`src/rtl/nrt_pkg.sv`:
```
// Shared constants for the name registry table: field widths, operation and status codes,
// and default sizes. Used by the top module and nrt_ctrl; depends on nothing.
package nrt_pkg;

   localparam int ENTRIES_DEF    = 128;
   localparam int NAME_BYTES_DEF = 16;

   localparam int OP_W     = 2;
   localparam int NAME_W   = 64;
   localparam int PORT_W   = 16;
   localparam int OWNER_W  = 16;
   localparam int STATUS_W = 3;

   localparam logic [OP_W-1:0] OP_REGISTER   = 2'd0;
   localparam logic [OP_W-1:0] OP_UNREGISTER = 2'd1;
   localparam logic [OP_W-1:0] OP_FIND       = 2'd2;

   localparam logic [STATUS_W-1:0] ST_OK       = 3'd0;
   localparam logic [STATUS_W-1:0] ST_DUP      = 3'd1;
   localparam logic [STATUS_W-1:0] ST_FULL     = 3'd2;
   localparam logic [STATUS_W-1:0] ST_NOTFOUND = 3'd3;
   localparam logic [STATUS_W-1:0] ST_OWNER    = 3'd4;

endpackage

```
`src/rtl/nrt_ctrl.sv`:
```
// Request sequencer: clears the table after reset, scans every slot for a match and the
// lowest free slot, then writes the slot where the operation calls for it and loads the reply register. Uses nrt_pkg.
module nrt_ctrl #(
   parameter int ENTRIES    = 128,
   parameter int NAME_BYTES = 16,
   parameter int ENT_W      = 8 * NAME_BYTES + nrt_pkg::PORT_W + nrt_pkg::OWNER_W
) (
   input  logic                                clock,
   input  logic                                reset,
   input  logic                                req_valid,
   output logic                                req_ready,
   input  logic [nrt_pkg::OP_W-1:0]            req_op,
   input  logic [nrt_pkg::NAME_W-1:0]          req_name_hi,
   input  logic [nrt_pkg::NAME_W-1:0]          req_name_lo,
   input  logic [nrt_pkg::PORT_W-1:0]          req_port_id,
   input  logic [nrt_pkg::OWNER_W-1:0]         req_owner_task,
   output logic                                rsp_valid,
   input  logic                                rsp_ready,
   output logic [nrt_pkg::STATUS_W-1:0]        rsp_status,
   output logic [nrt_pkg::PORT_W-1:0]          rsp_found_port,
   output logic                                mem_wr_en,
   output logic [$clog2(ENTRIES)-1:0]          mem_wr_addr,
   output logic [ENT_W-1:0]                    mem_wr_data,
   output logic                                mem_rd_en,
   output logic [$clog2(ENTRIES)-1:0]          mem_rd_addr,
   input  logic [ENT_W-1:0]                    mem_rd_data
);

   localparam int KEY_W = 8 * NAME_BYTES;
   localparam int IDX_W = $clog2(ENTRIES);
   localparam int CNT_W = $clog2(ENTRIES + 1);

   localparam logic [2:0] S_CLEAR = 3'd0;
   localparam logic [2:0] S_IDLE  = 3'd1;
   localparam logic [2:0] S_SCAN  = 3'd2;
   localparam logic [2:0] S_DONE  = 3'd3;

   logic [2:0]                    state_ff, state_in;
   logic [CNT_W-1:0]              issue_ff, issue_in;
   logic                          chk_valid_ff, chk_valid_in;
   logic [IDX_W-1:0]              chk_idx_ff, chk_idx_in;
   logic [nrt_pkg::OP_W-1:0]      op_ff, op_in;
   logic [KEY_W-1:0]              key_ff, key_in;
   logic [nrt_pkg::PORT_W-1:0]    port_ff, port_in;
   logic [nrt_pkg::OWNER_W-1:0]   owner_ff, owner_in;
   logic                          hit_ff, hit_in;
   logic [IDX_W-1:0]              hit_idx_ff, hit_idx_in;
   logic [nrt_pkg::PORT_W-1:0]    hit_port_ff, hit_port_in;
   logic [nrt_pkg::OWNER_W-1:0]   hit_owner_ff, hit_owner_in;
   logic                          free_ff, free_in;
   logic [IDX_W-1:0]              free_idx_ff, free_idx_in;
   logic                          rsp_valid_ff, rsp_valid_in;
   logic [nrt_pkg::STATUS_W-1:0]  rsp_status_ff, rsp_status_in;
   logic [nrt_pkg::PORT_W-1:0]    rsp_port_ff, rsp_port_in;

   logic [2*nrt_pkg::NAME_W-1:0]  name_cat;
   logic [KEY_W-1:0]              rd_key;
   logic [nrt_pkg::PORT_W-1:0]    rd_port;
   logic                          rd_used;
   logic                          out_free;
   logic [nrt_pkg::STATUS_W-1:0]  dec_status;
   logic [nrt_pkg::PORT_W-1:0]    dec_port;
   logic                          dec_wr;
   logic [IDX_W-1:0]              dec_addr;
   logic [ENT_W-1:0]              dec_data;

   // Name bytes beyond the configured length fall away when the key is taken from this, before any compare or store.
   assign name_cat = {req_name_hi, req_name_lo};
   assign rd_key   = mem_rd_data[ENT_W-1 -: KEY_W];
   assign rd_port  = mem_rd_data[nrt_pkg::OWNER_W +: nrt_pkg::PORT_W];
   assign rd_used  = (rd_port != '0);
   assign out_free = !rsp_valid_ff || rsp_ready;

   assign req_ready      = (state_ff == S_IDLE);
   assign rsp_valid      = rsp_valid_ff;
   assign rsp_status     = rsp_status_ff;
   assign rsp_found_port = rsp_port_ff;

   // Outcome of a finished scan.
   always_comb begin
      dec_status = nrt_pkg::ST_NOTFOUND;
      dec_port   = '0;
      dec_wr     = 1'b0;
      dec_addr   = hit_idx_ff;
      dec_data   = '0;
      case (op_ff)
         nrt_pkg::OP_REGISTER: begin
            if (hit_ff) begin
               dec_status = nrt_pkg::ST_DUP;
            end else if (free_ff) begin
               dec_status = nrt_pkg::ST_OK;
               dec_wr     = (port_ff != '0);
               dec_addr   = free_idx_ff;
               dec_data   = {key_ff, port_ff, owner_ff};
            end else begin
               dec_status = nrt_pkg::ST_FULL;
            end
         end
         nrt_pkg::OP_UNREGISTER: begin
            if (hit_ff) begin
               dec_port = hit_port_ff;
               if (hit_owner_ff == owner_ff) begin
                  dec_status = nrt_pkg::ST_OK;
                  dec_wr     = 1'b1;
               end else begin
                  dec_status = nrt_pkg::ST_OWNER;
               end
            end
         end
         nrt_pkg::OP_FIND: begin
            if (hit_ff) begin
               dec_status = nrt_pkg::ST_OK;
               dec_port   = hit_port_ff;
            end
         end
         default: begin
            dec_status = nrt_pkg::ST_NOTFOUND;
         end
      endcase
   end

   always_comb begin
      state_in      = state_ff;
      issue_in      = issue_ff;
      chk_valid_in  = 1'b0;
      chk_idx_in    = chk_idx_ff;
      op_in         = op_ff;
      key_in        = key_ff;
      port_in       = port_ff;
      owner_in      = owner_ff;
      hit_in        = hit_ff;
      hit_idx_in    = hit_idx_ff;
      hit_port_in   = hit_port_ff;
      hit_owner_in  = hit_owner_ff;
      free_in       = free_ff;
      free_idx_in   = free_idx_ff;
      rsp_valid_in  = rsp_valid_ff && !rsp_ready;
      rsp_status_in = rsp_status_ff;
      rsp_port_in   = rsp_port_ff;
      mem_wr_en     = 1'b0;
      mem_wr_addr   = issue_ff[IDX_W-1:0];
      mem_wr_data   = '0;
      mem_rd_en     = 1'b0;
      mem_rd_addr   = issue_ff[IDX_W-1:0];

      // Check the slot whose data came back this cycle; the first hit and first free win.
      if (chk_valid_ff) begin
         if (rd_used && rd_key == key_ff && !hit_ff) begin
            hit_in       = 1'b1;
            hit_idx_in   = chk_idx_ff;
            hit_port_in  = rd_port;
            hit_owner_in = mem_rd_data[nrt_pkg::OWNER_W-1:0];
         end
         if (!rd_used && !free_ff) begin
            free_in     = 1'b1;
            free_idx_in = chk_idx_ff;
         end
      end

      case (state_ff)
         S_CLEAR: begin
            mem_wr_en = 1'b1;
            issue_in  = issue_ff + 1'b1;
            if (issue_ff == CNT_W'(ENTRIES - 1)) begin
               state_in = S_IDLE;
            end
         end
         S_IDLE: begin
            if (req_valid) begin
               op_in    = req_op;
               key_in   = name_cat[2*nrt_pkg::NAME_W-1 -: KEY_W];
               port_in  = req_port_id;
               owner_in = req_owner_task;
               hit_in   = 1'b0;
               free_in  = 1'b0;
               issue_in = '0;
               state_in = S_SCAN;
            end
         end
         S_SCAN: begin
            if (issue_ff < CNT_W'(ENTRIES)) begin
               mem_rd_en    = 1'b1;
               chk_valid_in = 1'b1;
               chk_idx_in   = issue_ff[IDX_W-1:0];
               issue_in     = issue_ff + 1'b1;
            end else if (!chk_valid_ff) begin
               state_in = S_DONE;
            end
         end
         S_DONE: begin
            if (out_free) begin
               mem_wr_en     = dec_wr;
               mem_wr_addr   = dec_addr;
               mem_wr_data   = dec_data;
               rsp_valid_in  = 1'b1;
               rsp_status_in = dec_status;
               rsp_port_in   = dec_port;
               state_in      = S_IDLE;
            end
         end
         default: begin
            state_in = S_IDLE;
         end
      endcase
   end

   always_ff @(posedge clock) begin
      if (reset) begin
         state_ff     <= S_CLEAR;
         issue_ff     <= '0;
         chk_valid_ff <= 1'b0;
         rsp_valid_ff <= 1'b0;
         hit_ff       <= 1'b0;
         free_ff      <= 1'b0;
      end else begin
         state_ff     <= state_in;
         issue_ff     <= issue_in;
         chk_valid_ff <= chk_valid_in;
         rsp_valid_ff <= rsp_valid_in;
         hit_ff       <= hit_in;
         free_ff      <= free_in;
      end
   end

   always_ff @(posedge clock) begin
      chk_idx_ff    <= chk_idx_in;
      op_ff         <= op_in;
      key_ff        <= key_in;
      port_ff       <= port_in;
      owner_ff      <= owner_in;
      hit_idx_ff    <= hit_idx_in;
      hit_port_ff   <= hit_port_in;
      hit_owner_ff  <= hit_owner_in;
      free_idx_ff   <= free_idx_in;
      rsp_status_ff <= rsp_status_in;
      rsp_port_ff   <= rsp_port_in;
   end

endmodule
```
`config.mk`:
```
export PLATFORM = sky130hd
export DESIGN_NAME = nrt_ctrl
export DESIGN_NICKNAME = d
export VERILOG_FILES = /design/src/rtl/nrt_pkg.sv /design/src/rtl/nrt_ctrl.sv
export SDC_FILE = /design/constraint.sdc
export NUM_CORES = 1
export LEC_CHECK = 0
export BUFFER_PORTS_ARGS = -buffer_cell sky130_fd_sc_hd__buf_2
export CORE_AREA = 2 2 201 203
export CTS_CLUSTER_SIZE = 30
export DETAILED_ROUTE_END_ITERATION = 16
export DIE_AREA = 0 0 203 205
export SLEW_MARGIN = 20
export SYNTH_ARGS = -nofsm -noshare
export SYNTH_HDL_FRONTEND = slang
export SYNTH_SLANG_ARGS = --single-unit
export TNS_END_PERCENT = 20
```
`constraint.sdc`:
```
create_clock -name clock -period 14.7 [get_ports clock]
set_input_delay 3.675 -clock clock [delete_from_list [all_inputs] [get_ports clock]]
set_output_delay 3.675 -clock clock [all_outputs]
set_load 0.005 [all_outputs]
```
# Yosys cells after proc, flatten, opt, wreduce, memory -nomap -nowiden
# Cells that the tools add are included.
dict set report totals {
  out_inout_bits 197
  inputBits 326
  elab_cells 101
  reg_bits 249
}
dict set report classes {
  eq_ne 14
  n_mux 44
  addsub 1
  reduce_logical 24
  magnitude_cmp 1
}
# cell n
set op_table {}
lappend op_table {{160-bit two-way mux} 5}
lappend op_table {{128-bit equality test} 1}
lappend op_table {{7-bit two-way mux} 5}
lappend op_table {{16-bit nonzero test} 2}
lappend op_table {{8-bit one-hot mux with 3 select lines} 1}
lappend op_table {{3-bit two-way mux} 7}
lappend op_table {{1-bit two-way mux} 17}
lappend op_table {{16-bit equality test} 1}
lappend op_table {{8-bit two-way mux} 2}
lappend op_table {{2-bit inequality test (second input constant)} 6}
lappend op_table {{3-bit one-hot mux with 4 select lines} 1}
lappend op_table {{2-bit AND reduction} 6}
lappend op_table {{3-bit one-hot mux with 3 select lines} 1}
lappend op_table {{8-bit by 1-bit adder with 8-bit output (second input constant)} 1}
lappend op_table {{8-bit by 7-bit equality test with 1-bit output (second input constant)} 1}
lappend op_table {{8-bit < comparator (second input constant)} 1}
lappend op_table {{3-bit by 2-bit equality test with 1-bit output (second input constant)} 2}
lappend op_table {{2-bit two-way mux} 3}
lappend op_table {{1-bit logical NOT} 5}
lappend op_table {{5-bit AND reduction} 1}
lappend op_table {{1-bit logical AND} 4}
lappend op_table {{1-bit one-hot mux with 2 select lines} 2}
lappend op_table {{3-bit by 1-bit equality test with 1-bit output (second input constant)} 1}
lappend op_table {{3-bit logical NOT} 1}
lappend op_table {{other kinds (7)} 7}

# Depth between registers and ports, before layout
# Gate-level depths: netlist of the first run.
dict set report logic_depth {
  word_depth 7
  ltp_mapped 8
  mapped_depth_nobuf 8
}

# Least setup slack after synthesis of the first run
# No wires, ideal clock.
dict set report synth_timing {
  kind {input -> output}
  startpoint {in rsp_ready}
  endpoint {out mem_wr_data[149]}
  path_stages 7
  required_ns 11.025
  path_buffers 3
  arrival_time_ns 4.800
  slack_ns 6.225
  path_cell_list {nor2b_1 -> nand2b_1 -> clkbuf_1 -> nor2_1 -> clkbuf_1 -> clkbuf_1 -> and2_1}
}
dict set report synth_via {
  elab_chain_cells 3
}
# item line_no
set synth_lines {}
lappend synth_lines {{start: declaration} nrt_ctrl.sv:18} ;# input logic rsp_ready,
lappend synth_lines {{1-bit logical OR} nrt_ctrl.sv:72} ;# assign out_free = !rsp_valid_ff || rsp_ready;
lappend synth_lines {{160-bit two-way mux} nrt_ctrl.sv:191} ;# if (out_free) begin
lappend synth_lines {{160-bit two-way mux} nrt_ctrl.sv:160} ;# case (state_ff)
lappend synth_lines {{end: declaration} nrt_ctrl.sv:23} ;# output logic [ENT_W-1:0] mem_wr_data,
# No other way between the ends.

# Worst setup path after layout of the first run
dict set report layout_timing {
  startpoint {in rsp_ready}
  endpoint {out mem_wr_data[147]}
}
# Same word-level chain as after synthesis.

==> summary.md, run 1 <==
| Metric | Value |
|---|---|
| Status | `completed` |
| Synthesis-to-layout area growth | `38.2%` |
| Die Span X | `203 um` |
| Initial antenna violation count | `13` |
| Clock Path Buffers | `3` |
| H-tree Lvls | `1` |
| Type of origin of the critical path | `input pin` |
| DR WL/cell | `20.5 um` |
| Post-CTS sizing | `0` |
| Hold Crit Class | `flip-flop to flip-flop` |
| Largest family of logic cells by synthesized area | `simple AND/OR/NAND/NOR gates` |
| Cell Area, Synth | `0.0110 sq mm` |
| Final min period | `9.78 ns` |
| DR DRC count | `0` |
| Unrepaired setup endpoints after global routing | `false` |
| Final Hold Fails | `0` |
| Post-synthesis mux area share | `0.00816` |
| Setup TNS | `0 ns` |
| Final WL | `around 39,000 um` |
| Final Net Count | `1,670` |
| Crit Path Category | `input pin to output port` |
| Clock Pin Slew Worst Setup and Hold Paths | `0.06 ns` |
| Vias in the first global route | `8,427` |
| Hold_sp | `chk_idx_ff[5]` |
| PwrDens | `~110 mW/mm^2` |
| GRT Resource Usage Total | `0.178` |
| Hold-fix buffers, CTS | `0` |
| Die area | `0.0416 sq mm` |
| Post-Synth Adder-Cell Area | `0.0113` |
| Count leader, synth | `edfxtp_1` |
| Via density | `4.41` |
| Worst-Margin Slew | `0.939 ns` |
| F_max | `102 MHz` |
| CP required | `between 10 and 15 ns` |
| DRT antenna net count | `0` |
| Clock latency on the worst-skew pair | `0.55 ns` |
| Initial Util | `0.280` |
| Synth unique cells | `43` |
| Share of the synthesized area in the top cell type | `0.636` |
| CTS Buf Count | `28` |
| Filler cells | `3,859` |
| RR Startpoint | `key_ff[21]` |
| Layout cells sized above 1 | `0.430` |
| Footprint of the multi-input gates | `0.00348 sq mm` |
| Register Area | `~0.0073 sq mm` |
| Simple-gate area share of the yosys netlist | `0.172` |
| Pleak | `6.54 nW` |
| Total power | `0.00161 W` |
| Max Cap Viol | `0` |
| Synth area leader | `edfxtp_1` |
| Slew headroom | `0.374` |
| Core Area | `between 0.03 and 0.04 sq mm` |
| Synth async-reset ratio | `0` |
| Endpoint type of the worst setup path | `output port` |
| Flops & latches, synth | `248` |
| GRT busiest layer | `met2` |
| Post-synth EDFFs | `234` |
| Grt total ovfl | `0` |
| Largest net degree at the start of global routing | `108` |
| Rows | `73` |
| Seq/Total Area, Yosys | `0.662` |
| Maximum vdd drop | `between 0.07 and 0.08 mV` |
| Total setup buffers inserted after CTS | `0` |
| Number of port buffers | `522` |
| Post-Synth XOR/XNOR Area | `0.0896` |
| Syn. warnings | `0` |
| Syn Inst Count | `808` |
| # setup viols final | `0` |
| First-pass GRT wire length | `53,600 um` |
| CTS Sinks | `around 250` |
| WP data arrival | `6.10 ns` |
| DR pass1 iterations | `5` |
| Fin. max-slew vios | `0` |
| Dpl hpwl | `31,300 um` |
| Synth Area in Compound Gates | `0.0330` |
| CTS tree | `done` |
| Final GP Congestion | `roughly 0.9` |
| Crit path from | `rsp_ready` |
| Syn nets | `1,144` |
| Crit path max fanout | `107` |
| M1 GR Usage | `0.211` |
| Ports | `523` |
| Die height | `just over 200 um` |
| CTS Root Cell | `clkbuf_16` |
| Mean Syn Cell Area | `13.7 sq um` |
| Vias after detailed routing | `8,326` |
| Post-synth top cells | `edfxtp_1 (234), and2_1 (149), xnor2_1 (102)` |
| Clock skew | `0.0189 ns` |
| Most used DFF post-synth | `edfxtp_1` |
| Crit share post-route | `0.665` |
| Starting DRT DRC Count | `between 400 and 500` |
| Largest cells by area after synthesis | `edfxtp_1 (64%), and2_1 (8.4%), xnor2_1 (8.1%)` |
| GRT met2 Usage | `0.319` |
| Met3 Usage GRT | `0.0369` |
## power by group
part	leakage [nW]	internal (W)	switching, W
clock	0.473	0.000470	0.000294
sequential	2.26	0.000771	0.00000141
combinational	3.81	0.0000442	0.0000302
total	6.54	0.00128	0.000326
## area by class of cell
type / instances / area share
Clock buffer: 34 / 0.0488
Tap cell: 525 / 0.0430
Multi-Input combinational cell: 496 / 0.228
Inverter: 32 / 0.00787
Clock inverter: 18 / 0.0176
Sequential cell: 248 / 0.479
Antenna cell: 9 / 0.00148
Timing Repair Buffer: 528 / 0.174
## cell usage in the layout (no fill, tap or decap), drive strengths merged, types with 2 or more instances in the layout
cell | netlist | final
buf | 8 | 528
or3 | 2 | 2
xnor2 | 102 | 102
a2111o | 8 | 8
o221ai | 2 | 2
o22ai | 8 | 8
and2 | 150 | 150
nand2 | 17 | 17
a221oi | 2 | 2
ha | 10 | 10
a21oi | 4 | 4
clkinv | 0 | 3
bufinv | 0 | 6
inv | 32 | 35
nand2b | 12 | 12
diode | 0 | 9
o2111ai | 3 | 3
o31ai | 2 | 2
dfxtp | 14 | 14
o21ai | 11 | 11
nand4 | 32 | 32
nor2b | 30 | 30
o21bai | 2 | 2
mux2i | 9 | 9
nand3 | 2 | 2
nor2 | 17 | 17
xor2 | 11 | 11
clkinvlp | 0 | 6
and3 | 16 | 16
nor4 | 22 | 22
nor3 | 12 | 12
clkbuf | 24 | 34
edfxtp | 234 | 234
## metrics by stage
stage / utilization / std cells / worst slack (ns) / hold slack, ns / area (sq um)
5_1_grt: 0.388 / 1887 / 4.63 / 0.451 / 15300
4_1_cts: 0.387 / 1881 / 4.84 / 0.441 / 15200
6_report: 0.388 / 1890 / 4.92 / 0.443 / 15300
3_5_place_dp: 0.361 / 1829 / 4.84 / 0.430 / 14200
2_1_floorplan: - / 808 / 6.22 / 0.421 / 11000
3_3_place_gp: 0.361 / 1829 / 4.88 / 0.422 / 14200
## critical path, cell delays in order
cell	delay (ns)
buf_2	0.07
nor2b_1	0.05
nand2b_1	0.14
buf_4	0.24
nor2_4	0.70
buf_4	0.74
and2_1	0.25
buf_2	0.12
## layer usage
metal  share of wire  wire length [um]
met5         0.00067                26
met4           0.029              1110
met3           0.073              2820
met2            0.51             19700
met1            0.39             15100
## cell families (layout without fill, tap and decap cells)
logic type | Yosys count | count (layout)
AND/OR/NAND/NOR | 315 | 315
flip-flops | 248 | 248
XOR/XNOR | 113 | 113
buffers and inverters | 64 | 612
AO/OA/AOI/OAI | 49 | 49
adder cells (fa/ha/maj) | 10 | 10
multiplexers | 9 | 9
other | 0 | 9
## path summary, 6_finish.rpt
kind	depth (start not counted)	end	slack, ns
worst max-delay path	8	mem_wr_data[147]	4.92
worst min-delay path	0	free_idx_ff[5]	0.44
worst max register to register	7	hit_owner_ff[3]	11.10
worst min register to register	0	free_idx_ff[5]	0.44
## flip-flops by register name, summed over array words and instances, names as in the netlist
signal          count
key_ff            128
hit_owner_ff       16
hit_port_ff        16
owner_ff           16
port_ff            16
rsp_found_port     16
issue_ff            8
chk_idx_ff          7
free_idx_ff         7
hit_idx_ff          7
rsp_status          3
op_ff               2
state_ff            2
chk_valid_ff        1
free_ff             1
hit_ff              1
rsp_valid           1
Note: power is estimated with default switching activity, not from simulation.
==> inputs of run 2 (changes only) <==
Settings changed: ABC_AREA set to 1, CORE_AREA 2 2 201 203 to unset, CORE_ASPECT_RATIO set to 0.9, CORE_MARGIN set to 2, CORE_UTILIZATION set to 30, DIE_AREA 0 0 203 205 to unset.
Clock period 14.7 ns to 8.8 ns, I/O delays scaled along.
==> run 2 against run 1 <==
Sequential power up 98%. Non-clock buffer count fell by 2. Critical path type unchanged. Critical path depth stayed put. Register-to-register slack lost 5.4 ns. Cell count up 34%. Synthesized cell count grew 79%. Count of clock-buffer cells in the layout unchanged. Largest power group unchanged. Synthesized area rose by 15%. Flip-flop and latch count is the same.
==> summary.md, run 2 <==
| Metric | Value |
|---|---|
| Hold-fix buffers, CTS | `0 (unchanged)` |
| Mean Syn Cell Area | `8.80 sq um (was 13.7 sq um)` |
| Vias after detailed routing | `11,768 (was 8,326)` |
| Fin. max-slew vios | `0 (unchanged)` |
| Cell Area, Synth | `0.0127 sq mm (was 0.0110 sq mm)` |
| DR pass1 iterations | `5 (unchanged)` |
| Die height | `200 um (was 205 um)` |
| Clock Pin Slew Worst Setup and Hold Paths | `0.06 ns (about the same)` |
| Slowest-stage cell, CP | `inv_4 (was buf_4)` |
| Most used DFF post-synth | `edfxtp_1 (unchanged)` |
| Starting DRT DRC Count | `835 (was 416)` |
| Post-CTS sizing | `0 (unchanged)` |
| Top reg by flops | `key_ff (unchanged)` |
| Clock Path Buffers | `3 (unchanged)` |
| Count leader, synth | `nand2_1 (was edfxtp_1)` |
| Hold Crit Class | `flip-flop to flip-flop (unchanged)` |
| DR WL/cell | `20.4 um (was 20.5 um)` |
| Max reg flops | `128 (unchanged)` |
| Final WL | `51,800 um (was 38,800 um)` |
| Number of buffers and inverters on the critical path | `4 (unchanged)` |
| DRT antenna net count | `0 (unchanged)` |
| Most frequent CP cell | `buf_2` |
| Syn. warnings | `0 (unchanged)` |
| Max incr delay on CP | `0.79 ns (was 0.74 ns)` |
| Syn nets | `1,785 (was 1,144)` |
| Layout cells sized above 1 | `0.297 (was 0.430)` |
| CTS Root Cell | `clkbuf_16 (unchanged)` |
| Status | `completed (unchanged)` |
| Grt total ovfl | `0 (unchanged)` |
| Setup TNS | `0 ns (unchanged)` |
| Total power | `0.00336 W (was 0.00161 W)` |
| Crit share post-route | `0.703` |
| Number of port buffers | `522 (unchanged)` |
| Post-synthesis mux area share | `0 (was 0.00816)` |
| CTS tree | `done (unchanged)` |
| Flops & latches, synth | `248 (unchanged)` |
| Die area | `0.0442 sq mm (was 0.0416 sq mm)` |
| Final hold slack | `0.442 ns (was 0.443 ns)` |
| DR top layer | `met5 (unchanged)` |
| H-tree Lvls | `1 (unchanged)` |
| Metal3 WL | `4480 um (was 2820 um)` |
| Synth Area in Compound Gates | `0.0325 (was 0.0330)` |
| Crit path max fanout | `102 (was 107)` |
| Commonest non-fill, non-tap cell in the layout | `buf_2 (unchanged)` |
| Seq/Total Area, Yosys | `0.573 (was 0.662)` |
| Synth async-reset ratio | `0 (unchanged)` |
| CP required | `6.60 ns (was 11.02 ns)` |
| # setup viols final | `0 (unchanged)` |
| Dpl hpwl | `42,200 um (was 31,300 um)` |
| Synthesis-to-layout area growth | `32.2% (was 38.2%)` |
| Share of the synthesized area in the top cell type | `0.551 (was 0.636)` |
| Rows | `71 (was 73)` |
| Maximum vdd drop | `0.152 mV (was 0.0779 mV)` |
| Hold_sp | `chk_idx_ff[6] (was chk_idx_ff[5])` |
| Initial antenna violation count | `17 (was 13)` |
| Type of origin of the critical path | `input pin (unchanged)` |
| WP data arrival | `3.99 ns (was 6.10 ns)` |
| RR Startpoint | `key_ff[27] (was key_ff[21])` |
| Min-Delay Path Depth | `0 (unchanged)` |
| Post-Synth Adder-Cell Area | `0.00981 (was 0.0113)` |
| Pleak | `7.59 nW (was 6.54 nW)` |
| Met2 Routed Length | `23,100 um (was 19,700 um)` |
| Post-synth top cells | `nand2_1 (355), nor2_1 (264), edfxtp_1 (234) (was edfxtp_1 (234), and2_1 (149), xnor2_1 (102))` |
| R2R depth | `8 (was 7)` |
| Reg-to-Reg End | `hit_idx_ff[4] (was hit_owner_ff[3])` |
| Largest net degree at the start of global routing | `111 (was 108)` |
| Total setup buffers inserted after CTS | `0 (unchanged)` |
| Top cell family by delay on the critical path | `buffers and inverters (unchanged)` |
| Endpoint type of the worst setup path | `output port (unchanged)` |
| Vias in the first global route | `11,401 (was 8,427)` |
| Synth area leader | `edfxtp_1 (unchanged)` |
| Via density | `4.63 (was 4.41)` |
| Core Area | `0.0418 sq mm (was 0.0394 sq mm)` |
| Simple-gate area share of the yosys netlist | `0.257 (was 0.172)` |
| Final Net Count | `2,298 (was 1,670)` |
| Die Span X | `221 um (was 203 um)` |
| Clock skew | `0.0307 ns (was 0.0189 ns)` |
| Max Cap Viol | `0 (unchanged)` |
| Syn Inst Count | `1,449 (was 808)` |
| Largest cells by area after synthesis | `edfxtp_1 (55%), nand2_1 (10%), nor2_1 (7.8%) (was edfxtp_1 (64%), and2_1 (8.4%), xnor2_1 (8.1%))` |
| GRT Resource Usage Total | `0.224 (was 0.178)` |
| CTS Buf Count | `30 (was 28)` |
| Final Hold Fails | `0 (unchanged)` |
| Slew headroom | `0.296 (was 0.374)` |
| PwrDens | `199 mW/mm^2 (was 106 mW/mm^2)` |
| Synth unique cells | `37 (was 43)` |
| DR DRC count | `0 (unchanged)` |
| CTS Sinks | `248 (unchanged)` |
| Worst-Margin Slew | `1.06 ns (was 0.939 ns)` |
| Crit Path Category | `input pin to output port (unchanged)` |
| Unrepaired setup endpoints after global routing | `false (unchanged)` |
| Met1 WL | `22,200 um (was 15,100 um)` |
| Reg-to-reg setup timing slack | `5.70 ns (was 11.10 ns)` |
| Ports | `523 (unchanged)` |
| First-pass GRT wire length | `72,400 um (was 53,600 um)` |
| F_max | `162 MHz` |
| CP cell instances | `buf_2 > inv_1 > nand2_1 > nand2_4 > inv_4 > o21ai_0 > o22ai_1 > buf_2 (was buf_2 > nor2b_1 > nand2b_1 > buf_4 > nor2_4 > buf_4 > and2_1 > buf_2)` |
| Commonest non-fill, non-tap cells in the layout | `buf_2 (522), nand2_1 (354), nor2_1 (264), edfxtp_1 (234), inv_1 (203) (was buf_2 (522), edfxtp_1 (234), and2_1 (148), xnor2_1 (102), inv_1 (32))` |
| Post-Synth XOR/XNOR Area | `0.0502 (was 0.0896)` |
| Post-synth EDFFs | `234 (unchanged)` |
| Largest family of logic cells by synthesized area | `simple AND/OR/NAND/NOR gates (unchanged)` |
| Final min period | `6.19 ns` |
| Initial Util | `0.305 (was 0.280)` |
| Final GP Congestion | `0.935 (was 0.883)` |
| Clock latency on the worst-skew pair | `0.59 ns (was 0.55 ns)` |
| Hold endpoint | `free_idx_ff[6] (was free_idx_ff[5])` |
==> run 2: cell types whose count changed after synthesis, moves of 15 or more <==
cell | before | now
nor2_1 | 17 | 264
nor3_1 | 12 | 107
and3_1 | 16 | 1
nand2_1 | 17 | 355
inv_1 | 32 | 206
and2_1 | 149 | 4
nor4_1 | 19 | 4
nor2b_1 | 30 | 1
o21ai_0 | 11 | 42
xnor2_1 | 102 | 66
==> run 2: worst register-to-register path, cell delays in order, from the launching register on <==
cell and delay [ns]:
edfxtp_1 0.40, xnor2_1 0.82, nand3_1 0.15, nor2_1 0.35, nand2_1 0.10, nor2_1 0.10
nand3_1 0.12, nor3_2 0.17, buf_4 0.47
==> run 2: logic make-up (layout without fill, tap and decap cells) <==
logic type / Yosys count / in the layout
and+or+nand+nor: 792 / 792
buffers and inverters: 252 / 789
DFF: 248 / 248
AOI/OAI and AO/OA: 74 / 74
xor gates and xnor gates: 73 / 73
adders and majority gates: 10 / 10
other: 0 / 7
==> run 2: cell type report <==
type | count | area [sq um]
multi-input combinational | 949 | 4470
tap | 547 | 684
clock buffer | 34 | 766
sequential | 248 | 7310
inverter | 207 | 790
fill | 4262 | 25000
antenna | 7 | 17.5
clock inverter | 22 | 178
timing repair buffer | 526 | 2640
==> run 2: per-stage QoR <==
| stage | std cells | util | area (sq um) | setup WS (ns) |
|---|---|---|---|---|
| final | 2540 | 0.403 | 16900 | 2.61 |
| after floorplan | 1449 | - | 12700 | 2.48 |
| after global placement | 2477 | 0.380 | 15900 | 2.65 |
| after detailed placement | 2477 | 0.380 | 15900 | 2.58 |
| after global routing | 2538 | 0.403 | 16800 | 2.39 |
| after CTS | 2533 | 0.402 | 16800 | 2.58 |
==> run 2: worst max-delay path by stage <==
stage | start | endpoint | slack (ns) | cells after the start
2_1_floorplan | req_valid | issue_ff[6] | 2.48 | 6
3_3_place_gp | rsp_ready | mem_wr_addr[5] | 2.65 | 8
3_5_place_dp | rsp_ready | mem_wr_addr[2] | 2.58 | 8
4_1_cts | rsp_ready | mem_wr_addr[2] | 2.58 | 8
5_1_grt | rsp_ready | mem_wr_addr[1] | 2.39 | 8
6_report | rsp_ready | mem_wr_addr[3] | 2.61 | 8
==> run 2: metal layers <==
metal  vias to the layer above  GRT usage
met3                       101     0.0626
met1                      5431      0.294
met4                        18     0.0825
met2                       513      0.355
li1                       5705          -
met5                         -          0
==> run 2: power breakdown <==
| group | total (W) | switching, W | internal, W |
|---|---|---|---|
| sequential | 0.00153 | 0.0000807 | 0.00145 |
| clock | 0.00120 | 0.000521 | 0.000683 |
| combinational | 0.000619 | 0.000421 | 0.000198 |
